--- config.mk ---
export PLATFORM = sky130hd
export DESIGN_NAME = keypad_scan_digit_entry_core_flat
export DESIGN_NICKNAME = d
export VERILOG_FILES = /design/src/rtl/kpsd_pkg.sv /design/src/rtl/kpsd_ifs.sv /design/src/rtl/kpsd_debounce.sv /design/src/rtl/kpsd_entry.sv /design/src/rtl/keypad_scan_digit_entry_core.sv /design/src/flat_wrapper.sv
export SDC_FILE = /design/constraint.sdc
export NUM_CORES = 1
export LEC_CHECK = 0
export BUFFER_PORTS_ARGS = -buffer_cell sky130_fd_sc_hd__buf_2
export CAP_MARGIN = 5
export CORE_MARGIN = 2
export CORE_UTILIZATION = 45
export CTS_CLUSTER_SIZE = 24
export DETAILED_ROUTE_END_ITERATION = 8
export HOLD_SLACK_MARGIN = 0.05
export SLEW_MARGIN = 20
export SYNTH_ARGS = -nofsm -noshare
export SYNTH_HDL_FRONTEND = slang
export SYNTH_HIERARCHICAL = 1
export SYNTH_SLANG_ARGS = --single-unit
--- constraint.sdc ---
create_clock -name clk -period 16.18 [get_ports clk]
set_clock_uncertainty 0.2 [all_clocks]
set_input_delay 2.427 -clock clk [delete_from_list [all_inputs] [get_ports clk]]
set_output_delay 2.427 -clock clk [all_outputs]
set_load 0.02 [all_outputs]
--- src/rtl/kpsd_pkg.sv ---
`timescale 1ns / 1ps
// Package for the keypad scan and digit entry core: key codes, key map,
// segment table and the accept record passed between the debounce and entry logic.
// No dependencies.
package kpsd_pkg;

    localparam int SCAN_LINES = 4;
    localparam int ROW_W      = $clog2(SCAN_LINES);
    localparam int COL_W      = 4;
    localparam int KEY_W      = 5;
    localparam int TIME_W     = 32;
    localparam int DEB_W      = 16;
    localparam int DIGITS     = 4;
    localparam int DIGIT_W    = 4;
    localparam int VALUE_W    = 14;
    localparam int SEG_W      = 8;

    typedef logic [KEY_W-1:0]   key_t;
    typedef logic [ROW_W-1:0]   row_t;
    typedef logic [DIGIT_W-1:0] digit_t;

    localparam key_t KEY_NONE    = 5'd16;
    localparam key_t KEY_STAR    = 5'd14;
    localparam key_t KEY_POUND   = 5'd15;
    localparam key_t DIGIT_LIMIT = 5'd10;

    localparam logic [DEB_W-1:0] DEBOUNCE_RESET = 16'd70;
    localparam row_t             CURSOR_RESET   = 2'd3;

    // Row-major key map, columns 0..3 left to right.
    localparam key_t KEY_MAP [SCAN_LINES][COL_W] = '{
        '{5'd1,     5'd2, 5'd3,      5'd10},
        '{5'd4,     5'd5, 5'd6,      5'd11},
        '{5'd7,     5'd8, 5'd9,      5'd12},
        '{KEY_STAR, 5'd0, KEY_POUND, 5'd13}
    };

    // Record of one debounced acceptance.
    typedef struct packed {
        logic hit;   // a new, non-released stable key this tick
        key_t key;   // accepted key, KEY_NONE when hit is low
    } kpsd_accept_t;

    // Active-low columns; the lowest pressed column wins.
    function automatic key_t decode_row(input row_t row, input logic [COL_W-1:0] cols);
        key_t k;
        k = KEY_NONE;
        priority if (!cols[0]) k = KEY_MAP[row][0];
        else if (!cols[1])     k = KEY_MAP[row][1];
        else if (!cols[2])     k = KEY_MAP[row][2];
        else if (!cols[3])     k = KEY_MAP[row][3];
        else                   k = KEY_NONE;
        return k;
    endfunction

    // bit7 = a ... bit1 = g, bit0 unused.
    function automatic logic [SEG_W-1:0] seg_of(input digit_t d);
        logic [SEG_W-1:0] s;
        unique case (d)
            4'd0:    s = 8'hFC;
            4'd1:    s = 8'h60;
            4'd2:    s = 8'hDA;
            4'd3:    s = 8'hF2;
            4'd4:    s = 8'h66;
            4'd5:    s = 8'hB6;
            4'd6:    s = 8'hBE;
            4'd7:    s = 8'hE0;
            4'd8:    s = 8'hFE;
            4'd9:    s = 8'hE6;
            default: s = 8'h00;
        endcase
        return s;
    endfunction

endpackage

--- src/rtl/kpsd_ifs.sv ---
`timescale 1ns / 1ps
// Valid/ready channel interfaces for the keypad scan core: the column sample
// channel and the display/result channel. Depends on kpsd_pkg.
interface kpsd_sample_if;
    logic                       valid;
    logic                       ready;
    logic [kpsd_pkg::COL_W-1:0]  column_lines;
    logic [kpsd_pkg::TIME_W-1:0] now_ms;

    modport source (output valid, output column_lines, output now_ms, input ready);
    modport sink   (input valid, input column_lines, input now_ms, output ready);
endinterface

interface kpsd_result_if;
    logic                        valid;
    logic                        ready;
    logic [kpsd_pkg::ROW_W-1:0]   scanned_row;
    logic [kpsd_pkg::SEG_W-1:0]   segments;
    logic [kpsd_pkg::VALUE_W-1:0] entered_value;
    logic [kpsd_pkg::ROW_W-1:0]   cursor_digit;
    logic [kpsd_pkg::KEY_W-1:0]   accepted_key;

    modport source (output valid, output scanned_row, output segments,
                    output entered_value, output cursor_digit, output accepted_key,
                    input ready);
    modport sink   (input valid, input scanned_row, input segments,
                    input entered_value, input cursor_digit, input accepted_key,
                    output ready);
endinterface

--- src/rtl/kpsd_debounce.sv ---
`timescale 1ns / 1ps
// Per-row raw/stable key tracking with one shared change timestamp.
// Depends on kpsd_pkg.
module kpsd_debounce (
    input  logic                        clk,
    input  logic                        rst_n,
    input  logic                        adv,
    input  kpsd_pkg::row_t              row,
    input  kpsd_pkg::key_t              key,
    input  logic [kpsd_pkg::TIME_W-1:0] now_ms,
    input  logic [kpsd_pkg::DEB_W-1:0]  debounce_ms,
    output kpsd_pkg::kpsd_accept_t      acc
);
    import kpsd_pkg::*;

    key_t              raw_prev_reg [SCAN_LINES];
    key_t              stable_reg   [SCAN_LINES];
    logic [TIME_W-1:0] change_time_reg;

    logic              raw_changed;
    logic [TIME_W-1:0] elapsed;
    logic              settle;

    always_comb
    begin
        raw_changed = (key != raw_prev_reg[row]);
        elapsed     = now_ms - change_time_reg;
        // A fresh raw change restarts the timer and blocks settling in that tick.
        settle      = !raw_changed && (elapsed > {{(TIME_W-DEB_W){1'b0}}, debounce_ms})
                      && (key != stable_reg[row]);
        acc.hit     = settle && (key != KEY_NONE);
        acc.key     = acc.hit ? key : KEY_NONE;
    end

    always_ff @(posedge clk or negedge rst_n)
    begin
        if (!rst_n)
        begin
            for (int i = 0; i < SCAN_LINES; i++)
            begin
                raw_prev_reg[i] <= KEY_NONE;
                stable_reg[i]   <= KEY_NONE;
            end
            change_time_reg <= '0;
        end
        else if (adv)
        begin
            raw_prev_reg[row] <= key;
            if (raw_changed)
                change_time_reg <= now_ms;
            if (settle)
                stable_reg[row] <= key;
        end
    end

endmodule

--- src/rtl/kpsd_entry.sv ---
`timescale 1ns / 1ps
// Digit entry: edit cursor, four decimal digits, decimal value and segments
// of the scanned digit, all given as post-update values. Depends on kpsd_pkg.
module kpsd_entry (
    input  logic                         clk,
    input  logic                         rst_n,
    input  logic                         adv,
    input  kpsd_pkg::row_t               row,
    input  kpsd_pkg::kpsd_accept_t       acc,
    output logic [kpsd_pkg::SEG_W-1:0]   segments,
    output logic [kpsd_pkg::VALUE_W-1:0] entered_value,
    output kpsd_pkg::row_t               cursor_digit
);
    import kpsd_pkg::*;

    row_t   cursor_reg;
    row_t   cursor_next;
    digit_t digits_reg  [DIGITS];
    digit_t digits_next [DIGITS];

    always_comb
    begin
        cursor_next = cursor_reg;
        for (int i = 0; i < DIGITS; i++)
            digits_next[i] = digits_reg[i];
        if (acc.hit)
        begin
            if (acc.key == KEY_POUND)
                cursor_next = cursor_reg - 2'd1;   // wraps 0 -> 3
            else if (acc.key < DIGIT_LIMIT)
                digits_next[cursor_reg] = acc.key[DIGIT_W-1:0];
        end
        segments      = seg_of(digits_next[row]);
        entered_value = VALUE_W'(digits_next[3]) * VALUE_W'(1000)
                      + VALUE_W'(digits_next[2]) * VALUE_W'(100)
                      + VALUE_W'(digits_next[1]) * VALUE_W'(10)
                      + VALUE_W'(digits_next[0]);
        cursor_digit  = cursor_next;
    end

    always_ff @(posedge clk or negedge rst_n)
    begin
        if (!rst_n)
        begin
            cursor_reg <= CURSOR_RESET;
            for (int i = 0; i < DIGITS; i++)
                digits_reg[i] <= '0;
        end
        else if (adv)
        begin
            cursor_reg <= cursor_next;
            for (int i = 0; i < DIGITS; i++)
                digits_reg[i] <= digits_next[i];
        end
    end

endmodule

--- src/rtl/keypad_scan_digit_entry_core.sv ---
`timescale 1ns / 1ps
// Top level of the 4x4 keypad scanner with debounce and four-digit entry.
// Depends on kpsd_pkg, kpsd_ifs, kpsd_debounce and kpsd_entry.
//
// Usage:
//   sample channel: one transaction per scan tick, carrying the active-low
//     column sample of the row being driven and the millisecond time stamp.
//   result channel: one transaction per sample; names the row scanned in that
//     tick (drive it low, enable its digit), its segment pattern, the entered
//     value, the edit cursor and any newly accepted key.
//   debounce_ms is to be written through cfg_we/cfg_wdata while the block is idle; the block does not enforce it.
// Timing: a sample is held in an input register, then logic updates the key
//   and digit state and loads the result register when the input register
//   advances; the result then stays valid in the result register until taken.
//   One sample is taken every cycle while results drain.
// Stall: while a result waits, the input register holds its sample and the
//   sample channel takes a transaction only when that register is empty or
//   advances in the same cycle.
// Reset: row 0 first, all keys released, digits 0, cursor on the thousands
//   place, debounce 70 ms, change timestamp 0, both channels empty.
module keypad_scan_digit_entry_core (
    input  logic                       clk,
    input  logic                       rst_n,
    input  logic                       cfg_we,
    input  logic [kpsd_pkg::DEB_W-1:0] cfg_wdata,
    kpsd_sample_if.sink                sample,
    kpsd_result_if.source              result
);
    import kpsd_pkg::*;

    // Configuration
    logic [DEB_W-1:0] debounce_reg;

    // Input register
    logic              s1_valid_reg;
    logic [COL_W-1:0]  s1_cols_reg;
    logic [TIME_W-1:0] s1_now_reg;
    logic              s1_adv;

    // Scan position
    row_t scan_row_reg;

    // Stage logic
    key_t             key;
    kpsd_accept_t     acc;
    logic [SEG_W-1:0] seg_next;
    logic [VALUE_W-1:0] value_next;
    row_t             cursor_next;

    // Result register
    logic               res_valid_reg;
    row_t               res_row_reg;
    logic [SEG_W-1:0]   res_seg_reg;
    logic [VALUE_W-1:0] res_value_reg;
    row_t               res_cursor_reg;
    key_t               res_key_reg;

    always_ff @(posedge clk or negedge rst_n)
    begin
        if (!rst_n)
            debounce_reg <= DEBOUNCE_RESET;
        else if (cfg_we)
            debounce_reg <= cfg_wdata;
    end

    // Advance the held sample whenever the result register is free or drains.
    assign s1_adv       = s1_valid_reg && (!res_valid_reg || result.ready);
    assign sample.ready = !s1_valid_reg || s1_adv;

    always_ff @(posedge clk or negedge rst_n)
    begin
        if (!rst_n)
            s1_valid_reg <= 1'b0;
        else if (sample.ready)
            s1_valid_reg <= sample.valid;
    end

    always_ff @(posedge clk)
    begin
        if (sample.ready && sample.valid)
        begin
            s1_cols_reg <= sample.column_lines;
            s1_now_reg  <= sample.now_ms;
        end
    end

    always_ff @(posedge clk or negedge rst_n)
    begin
        if (!rst_n)
            scan_row_reg <= '0;
        else if (s1_adv)
            scan_row_reg <= scan_row_reg + 1'b1;
    end

    assign key = decode_row(scan_row_reg, s1_cols_reg);

    kpsd_debounce u_debounce (
        .clk         (clk),
        .rst_n       (rst_n),
        .adv         (s1_adv),
        .row         (scan_row_reg),
        .key         (key),
        .now_ms      (s1_now_reg),
        .debounce_ms (debounce_reg),
        .acc         (acc)
    );

    kpsd_entry u_entry (
        .clk           (clk),
        .rst_n         (rst_n),
        .adv           (s1_adv),
        .row           (scan_row_reg),
        .acc           (acc),
        .segments      (seg_next),
        .entered_value (value_next),
        .cursor_digit  (cursor_next)
    );

    // Load the result on advance; drop it once taken.
    always_ff @(posedge clk or negedge rst_n)
    begin
        if (!rst_n)
            res_valid_reg <= 1'b0;
        else if (s1_adv)
            res_valid_reg <= 1'b1;
        else if (result.ready)
            res_valid_reg <= 1'b0;
    end

    always_ff @(posedge clk)
    begin
        if (s1_adv)
        begin
            res_row_reg    <= scan_row_reg;
            res_seg_reg    <= seg_next;
            res_value_reg  <= value_next;
            res_cursor_reg <= cursor_next;
            res_key_reg    <= acc.key;
        end
    end

    assign result.valid         = res_valid_reg;
    assign result.scanned_row   = res_row_reg;
    assign result.segments      = res_seg_reg;
    assign result.entered_value = res_value_reg;
    assign result.cursor_digit  = res_cursor_reg;
    assign result.accepted_key  = res_key_reg;

`ifndef SYNTHESIS
    a_row_advance: assert property (@(posedge clk) disable iff (!rst_n)
        s1_adv |=> scan_row_reg == $past(scan_row_reg) + 2'd1)
        else $error("scan row did not advance by one");

    a_ready_when_empty: assert property (@(posedge clk) disable iff (!rst_n)
        !res_valid_reg |-> sample.ready)
        else $error("sample channel stalled with empty result register");

    a_value_range: assert property (@(posedge clk) disable iff (!rst_n)
        res_valid_reg |-> res_value_reg <= 14'd9999)
        else $error("entered value out of decimal range");
`endif

endmodule
--- src/flat_wrapper.sv ---
// flat-port wrapper written by rule: the top's interface ports become plain ports
module keypad_scan_digit_entry_core_flat import kpsd_pkg::*;
  (clk, rst_n, cfg_we, cfg_wdata, sample_valid, sample_column_lines, sample_now_ms, sample_ready, result_valid, result_scanned_row, result_segments, result_entered_value, result_cursor_digit, result_accepted_key, result_ready);
  kpsd_sample_if sample_i ();
  kpsd_result_if result_i ();
  input  logic clk;
  input  logic rst_n;
  input  logic cfg_we;
  input  logic [kpsd_pkg::DEB_W-1:0] cfg_wdata;
  input wire logic [$bits(sample_i.valid)-1:0] sample_valid;
  input wire logic [$bits(sample_i.column_lines)-1:0] sample_column_lines;
  input wire logic [$bits(sample_i.now_ms)-1:0] sample_now_ms;
  output wire logic [$bits(sample_i.ready)-1:0] sample_ready;
  output wire logic [$bits(result_i.valid)-1:0] result_valid;
  output wire logic [$bits(result_i.scanned_row)-1:0] result_scanned_row;
  output wire logic [$bits(result_i.segments)-1:0] result_segments;
  output wire logic [$bits(result_i.entered_value)-1:0] result_entered_value;
  output wire logic [$bits(result_i.cursor_digit)-1:0] result_cursor_digit;
  output wire logic [$bits(result_i.accepted_key)-1:0] result_accepted_key;
  input wire logic [$bits(result_i.ready)-1:0] result_ready;
  assign sample_i.valid = sample_valid;
  assign sample_i.column_lines = sample_column_lines;
  assign sample_i.now_ms = sample_now_ms;
  assign sample_ready = sample_i.ready;
  assign result_valid = result_i.valid;
  assign result_scanned_row = result_i.scanned_row;
  assign result_segments = result_i.segments;
  assign result_entered_value = result_i.entered_value;
  assign result_cursor_digit = result_i.cursor_digit;
  assign result_accepted_key = result_i.accepted_key;
  assign result_i.ready = result_ready;
  keypad_scan_digit_entry_core u_core (.clk(clk), .rst_n(rst_n), .cfg_we(cfg_we), .cfg_wdata(cfg_wdata), .sample(sample_i), .result(result_i));
endmodule
==> results.md, run 1 <==
- Initial antenna violation count: 1
- Reg2reg setup slack: about 6 ns
- Worst-Skew Late Latency: 0.44 ns
- YS warnings: 6
- Initial core utilization: between 40% and 50%
- Drt pass-1 iters: 5
- CP peak stage delay: about 0.55 ns
- Die footprint: approximately 27000 um2
- RSZ-0062 raised after global routing: no
- Syn Area/Cell: about 11 um2
- Seq/Total Area, Yosys: about two fifths
- Post-Place Cells: roughly 1.5k
- Leak pwr: 5.83 nW
- Final Critical Period: between 10 and 15 ns
- Number of I/O pins: 90
- Power per Cell Area: ~230 nW/um2
- Via Count: 8155
- Post-DP Area: about 13000 um2
- Antenna Nets Post-Route: 0
- Clock power share: between 10 and 15%
- R2R Path Start: u_core/u_debounce/change_time_reg[0]
- DP HPWL: roughly 18 mm
- Clk pin slew, worst setup/hold paths: ~0.070 ns
- Max-slew violations: 0
- Layout cells sized above 1: 25.2%
- Clock root cell: clkbuf_16
- Setup tns final: 0 ns
- TritonCTS buffer count: 17
- Worst Setup SP: u_core/u_debounce/change_time_reg[0]
- Worst vdd ir: 0.215 mV
- Max Root-Sink Buffers: 2
- H-tree lvl count: 4
- Synthesized cell area: 11800 um2
- Synth Instances: approximately 1.1k
- Fmax: ~98 MHz
- R2r endpoint: u_core/result.entered_value[13]
- Cts hold-fix bufs: 0
- Max cap viols: 0
- Area Growth Syn to Fin: 12.0%
- Core area: ~26000 um2
- Required @ worst endpoint: approximately 16 ns
- Switching Power: 0.00130 W
- Worst reg2reg path depth: 38
- Setup crit end kind: register
- Postcts setup bufs: 0
- Largest net degree at the start of global routing: slightly above 70
- Number of flops mapped to enable cells by yosys: 67
- Grt ovf: 0
- Slew HR: 33.2%
- Critical Path AT: between 10 and 15 ns
- Number of global-route vias before repair: approximately 8.4k
- Die Ht: between 150 and 200 um
- IO buf count: roughly 90
- DRC Markers: 0
- CP max-delay cell: o21ai_2
- Drt initial violations: between 400 and 500
- # setup viols final: 0
- Outcome: complete, no violations
- Wire per inst: about 17 um
- Cell-internal power: 0.00171 W
- Final design instance area without fill: roughly 13000 um2
- DR vias/cell: 5.49
- Cell Count, Final, Fillers Out: between 1k and 1.5k
- CP startpoint kind: register
- Worst Setup EP: u_core/result.entered_value[13]
- Hold/Removal Path Class: reg -> reg
- GPL Wtd Cong: 0.862
- Synth Flop Type: dfrtp_1
- GRT Resource Usage Total: 18.9%
- Syn_nets: 1242
- Clk sinks: roughly 180
- Crit path kind: reg -> reg
- First-pass GRT wire length: around 42 mm
- Die Width: approximately 170 um
- # rows: 59
- Sw Ratio: approximately 43%
- Fin. Hold Viols: 0
- Tcrit/Tclk final: a little over three fifths
- Layout Nets: about 1.3k
- Measured slew at the worst slew-check pin: between 1 and 1.5 ns
- Ys async rst share: roughly 62%
- Yosys cell types: just under 90
- # fillers: ~2.3k
- Final Routed Wirelength: about 25 mm
- Combinational group share of total power: between 60% and 70%
- Cts repair resizes: 0
- CP max FO: 12
- Seq pwr share: a little under a quarter
- CTS tree: built
- Synth Register Bits: 177
## synth_stat cells, drive strengths merged, types with 15 or more instances
library cell,instances,area share (%)
ha,115,12
mux2,106,10
dfrtp,97,21
inv,96,3.1
a21oi,71,3.0
edfxtp,67,17
nand2,51,1.7
nor2,50,1.6
o21ai,40,1.7
xnor2,38,2.8
clkbuf,19,0.64
a21o,18,1.1
fa,18,3.1
buf,16,0.90
nand2b,15,0.80
## power by group through the flow
stage	clock network (W)	logic [W]	registers (W)
6_report	0.000429	0.00186	0.000721
3_3_place_gp	0	0.00183	0.000726
2_1_floorplan	0	0.00143	0.000751
4_1_cts	0.000441	0.00186	0.000721
5_1_grt	0.000459	0.00212	0.000737
3_5_place_dp	0	0.00184	0.000728
## cells in the final DEF (no fill, tap or decap), types with 10 or more instances in the layout
cell / synthesis / routed
nand4_1: 10 / 10
inv_1: 95 / 94
dfstp_2: 13 / 13
nor2b_1: 11 / 11
mux4_2: 11 / 11
fa_1: 18 / 18
dfrtp_1: 97 / 97
edfxtp_1: 67 / 67
xnor2_1: 38 / 38
buf_2: 7 / 88
and2_1: 11 / 10
a211oi_1: 11 / 11
o21ai_0: 32 / 32
a21o_1: 18 / 18
ha_1: 115 / 115
clkbuf_16: 0 / 18
nand2b_1: 15 / 15
nand2_1: 49 / 49
mux2i_1: 12 / 12
buf_4: 4 / 11
mux2_2: 99 / 99
nor3_1: 12 / 12
a21oi_1: 70 / 70
nor2_1: 50 / 50
xor2_1: 11 / 11
o21a_1: 10 / 10
## worst max-delay path, delay by kind of cell, from the launching register on
family	cells	cell delay (ns)
XOR/XNOR	2	0.38
AO/OA/AOI/OAI	12	3.11
buffers and inverters	5	0.40
AND/OR/NAND/NOR	9	1.72
adder cells (fa/ha/maj)	9	3.33
flip-flops	1	0.39
multiplexers	1	0.44
## logic make-up (layout without fill, tap and decap cells)
group / Yosys count / after routing / synth area share (%)
compound gates: 219 / 219 / 12.3
xor+xnor: 49 / 49 / 3.64
fa+ha+maj: 133 / 133 / 15.3
buf+inv: 131 / 228 / 4.60
flops: 177 / 177 / 40.6
mux: 129 / 129 / 13.5
other cells: 1 / 2 / 0.0318
simple gates: 213 / 213 / 10.1
## worst min-delay path by stage
stage | endpoint | slack (ns) | cells after the start | from
6_report | u_core/result.valid | 0.30 | 1 | u_core/s1_valid_reg
5_1_grt | u_core/u_debounce/raw_prev_reg[3] | 0.32 | 1 | u_core/u_debounce/raw_prev_reg[3]
4_1_cts | u_core/result.valid | 0.30 | 1 | u_core/s1_valid_reg
3_5_place_dp | u_core/result.valid | 0.28 | 1 | u_core/s1_valid_reg
3_3_place_gp | u_core/result.valid | 0.27 | 1 | u_core/s1_valid_reg
2_1_floorplan | u_core/u_debounce/change_time_reg[0] | 0.25 | 2 | u_core/u_debounce/change_time_reg[0]
## metrics by stage
step / hold WS, ns / power (W) / utilization, % / worst slack, ns
2_1_floorplan: 0.254 / 0.00218 / - / 7.39
6_report: 0.297 / 0.00301 / 50.9 / 5.96
3_3_place_gp: 0.267 / 0.00255 / 48.4 / 6.36
3_5_place_dp: 0.283 / 0.00257 / 48.4 / 6.07
5_1_grt: 0.320 / 0.00332 / 50.9 / 5.08
4_1_cts: 0.302 / 0.00303 / 50.8 / 6.02
## final cells by class
class | instances | area (um2) | share of cell area (%)
Inverter | 96 | 360 | 2.73
Timing Repair Buffer | 100 | 551 | 4.17
Multi-Input combinational cell | 744 | 6460 | 49.0
Clock inverter | 14 | 159 | 1.20
Sequential cell | 177 | 4780 | 36.3
Tap cell | 335 | 419 | 3.18
Antenna cell | 1 | 2.50 | 0.0190
Clock buffer | 18 | 450 | 3.42
## routing by layer
| metal | track usage [%] | wire [um] | vias to the layer above |
|---|---|---|---|
| met5 | 0 | 0 | - |
| li1 | - | - | 3989 |
| met1 | 25.2 | 11700 | 3976 |
| met2 | 31.7 | 12200 | 162 |
| met4 | 5.29 | 410 | 0 |
| met3 | 3.43 | 971 | 28 |
No activity file was read; power rests on OpenSTA's default activity.
==> run 2: changes to the inputs <==
==> constraint.sdc (replaced) <==
create_clock -name clk -period 10.1 [get_ports clk]
set_clock_uncertainty 0.2 [all_clocks]
set_input_delay 1.515 -clock clk [delete_from_list [all_inputs] [get_ports clk]]
set_output_delay 1.515 -clock clk [all_outputs]
set_load 0.02 [all_outputs]
==> run 2 against run 1 <==
Compared with the run above:
- first-iteration DRC count shrank 8.2%
- sequential power up 60%
- die area did not move
- clock-buffer cell count unchanged
- maximum frequency up 8.9%
- non-clock buffer count up 10
- via count shrank 0.37%
- largest power group unchanged
==> results.md, run 2 (synthesized netlist as in run 1, its figures left out) <==
- Reg2reg setup slack: approximately 0.7 ns
- Antenna Nets Post-Route: 0
- Outcome: complete, no violations
- Clk sinks: 177
- Worst vdd ir: 0.383 mV
- Largest net degree at the start of global routing: between 70 and 80
- Die Ht: ~170 um
- CP Depth: 37
- Measured slew at the worst slew-check pin: approximately 0.95 ns
- RSZ-0062 raised after global routing: no
- Crit path kind: reg -> reg
- Number of global-route vias before repair: 8037
- CP startpoint kind: register
- DRC Markers: 0
- Number of I/O pins: 90
- GPL Wtd Cong: 0.865
- Final Critical Period: around 9.4 ns
- Tcrit/Tclk final: between 90 and 100%
- Worst-Skew Late Latency: roughly 0.45 ns
- Setup tns final: 0 ns
- Max Root-Sink Buffers: 2
- Wire per inst: approximately 17 um
- Required @ worst endpoint: 10.08 ns
- Die Width: around 170 um
- IO buf count: between 80 and 90
- R2R Path Start: u_core/s1_now_reg[4]
- DP HPWL: 18.5 mm
- Worst Setup EP: u_core/result.entered_value[13]
- # rows: between 50 and 60
- Via Count: roughly 8k
- Worst Setup SP: u_core/s1_now_reg[4]
- Leak pwr: approximately 5.9 nW
- Initial core utilization: between 40% and 50%
- Power per Cell Area: roughly 360 nW/um2
- Number of buffers and inverters on the critical path: 2
- Setup crit end kind: register
- Post-Place Cells: 1457
- Critical Path AT: between 9 and 10 ns
- CP max-delay cell: fa_1
- CP delay by family, top: compound AO/OA/AOI/OAI gates
- Core area: 25900 um2
- CP peak stage delay: 0.55 ns
- Max cap viols: 0
- Overall Power: between 0.004 and 0.005 W
- Cts hold-fix bufs: 0
- Hold path start: u_core/u_debounce/change_time_reg[9]
- R2r endpoint: u_core/result.entered_value[13]
- # setup viols final: 0
- Cell Count, Final, Fillers Out: about 1.5k
- CTS tree: built
- Fmax: roughly 110 MHz
- Final Routed Wirelength: between 20 and 30 mm
- Layout cells sized above 1: 26.2%
- Initial antenna violation count: 2
- CP max FO: 7
- Area Growth Syn to Fin: 12.5%
- Max-slew violations: 0
- Die footprint: approximately 27000 um2
- Slew HR: approximately 36%
- Commonest non-fill, non-tap cell in the layout: ha_1
- # fillers: 2362
- Clock root cell: clkbuf_16
- DR vias/cell: between 5 and 6
- TritonCTS buffer count: 17
- Clk pin slew, worst setup/hold paths: approximately 0.070 ns
- Hold/Removal Path Class: reg -> reg
- Worst reg2reg path depth: 37
- Most frequent cells in the layout: ha_1 (115), mux2_2 (99), dfrtp_1 (97)
- GRT Resource Usage Total: between 15 and 20%
- Grt ovf: 0
- Fin. Hold Viols: 0
- First-pass GRT wire length: approximately 42 mm
- Drt pass-1 iters: 5
- Layout Nets: between 1k and 1.5k
- H-tree lvl count: 4
- Drt initial violations: 382
==> run 2: where the power goes <==
group / total (W) / internal [W] / switching (W) / leakage (nW)
Combinational: 0.00300 / 0.00134 / 0.00166 / 3.64
Clock: 0.000644 / 0.000338 / 0.000306 / 0.274
Sequential: 0.00115 / 0.00105 / 0.000100 / 1.95
==> run 2: worst min-delay path by stage <==
stage / end / cells past startpoint / slack, ns
after detailed placement: u_core/result.valid / 1 / 0.29
after floorplan: u_core/u_debounce/change_time_reg[0] / 2 / 0.25
after global placement: u_core/u_debounce/change_time_reg[0] / 2 / 0.27
final: u_core/u_debounce/change_time_reg[9] / 1 / 0.30
after CTS: u_core/result.valid / 1 / 0.30
after global routing: u_core/u_debounce/stable_reg[8] / 1 / 0.32
==> run 2: through the flow <==
step	setup WS, ns	hold slack [ns]	utilization, %	instance area (um2)
4_1_cts	0.257	0.304	50.8	13200
6_report	0.713	0.303	51.1	13200
3_3_place_gp	0.600	0.272	48.6	12600
2_1_floorplan	1.31	0.254	-	11800
5_1_grt	0.00897	0.320	51.1	13200
3_5_place_dp	0.310	0.286	48.6	12600
==> run 2: cell type report <==
type                            count  area (um2)  area share, %
Antenna cell                        2        5.00         0.0378
Tap cell                          335         419           3.17
Sequential cell                   177        4780           36.1
Clock inverter                     14         116          0.879
Inverter                           96         360           2.72
Multi-Input combinational cell    744        6480           49.0
Clock buffer                       18         450           3.40
Timing Repair Buffer              110         626           4.72
==> run 2: routing by layer <==
layer  global-route usage (%)  vias up  wire (um)
met3                     3.69       22        765
li1                         -     4019          -
met2                     29.7      135      11900
met1                     25.7     3949      12100
met5                        0        -          0
met4                     5.41        0        418
==> run 2: timing repair <==
action | CTS | global route
gates resized for setup | 0 | 5
setup buffers | 0 | 4
endpoints found under the setup margin | 0 | 4
==> run 2: worst reg2reg max path: cells and delay by family, from the launching register on <==
| kind | cells | cell delay, ns |
|---|---|---|
| XOR/XNOR | 3 | 0.46 |
| AND/OR/NAND/NOR | 8 | 1.70 |
| AO/OA/AOI/OAI | 16 | 3.36 |
| flip-flops | 1 | 0.39 |
| adder cells (fa/ha/maj) | 8 | 2.86 |
| buffers and inverters | 2 | 0.17 |
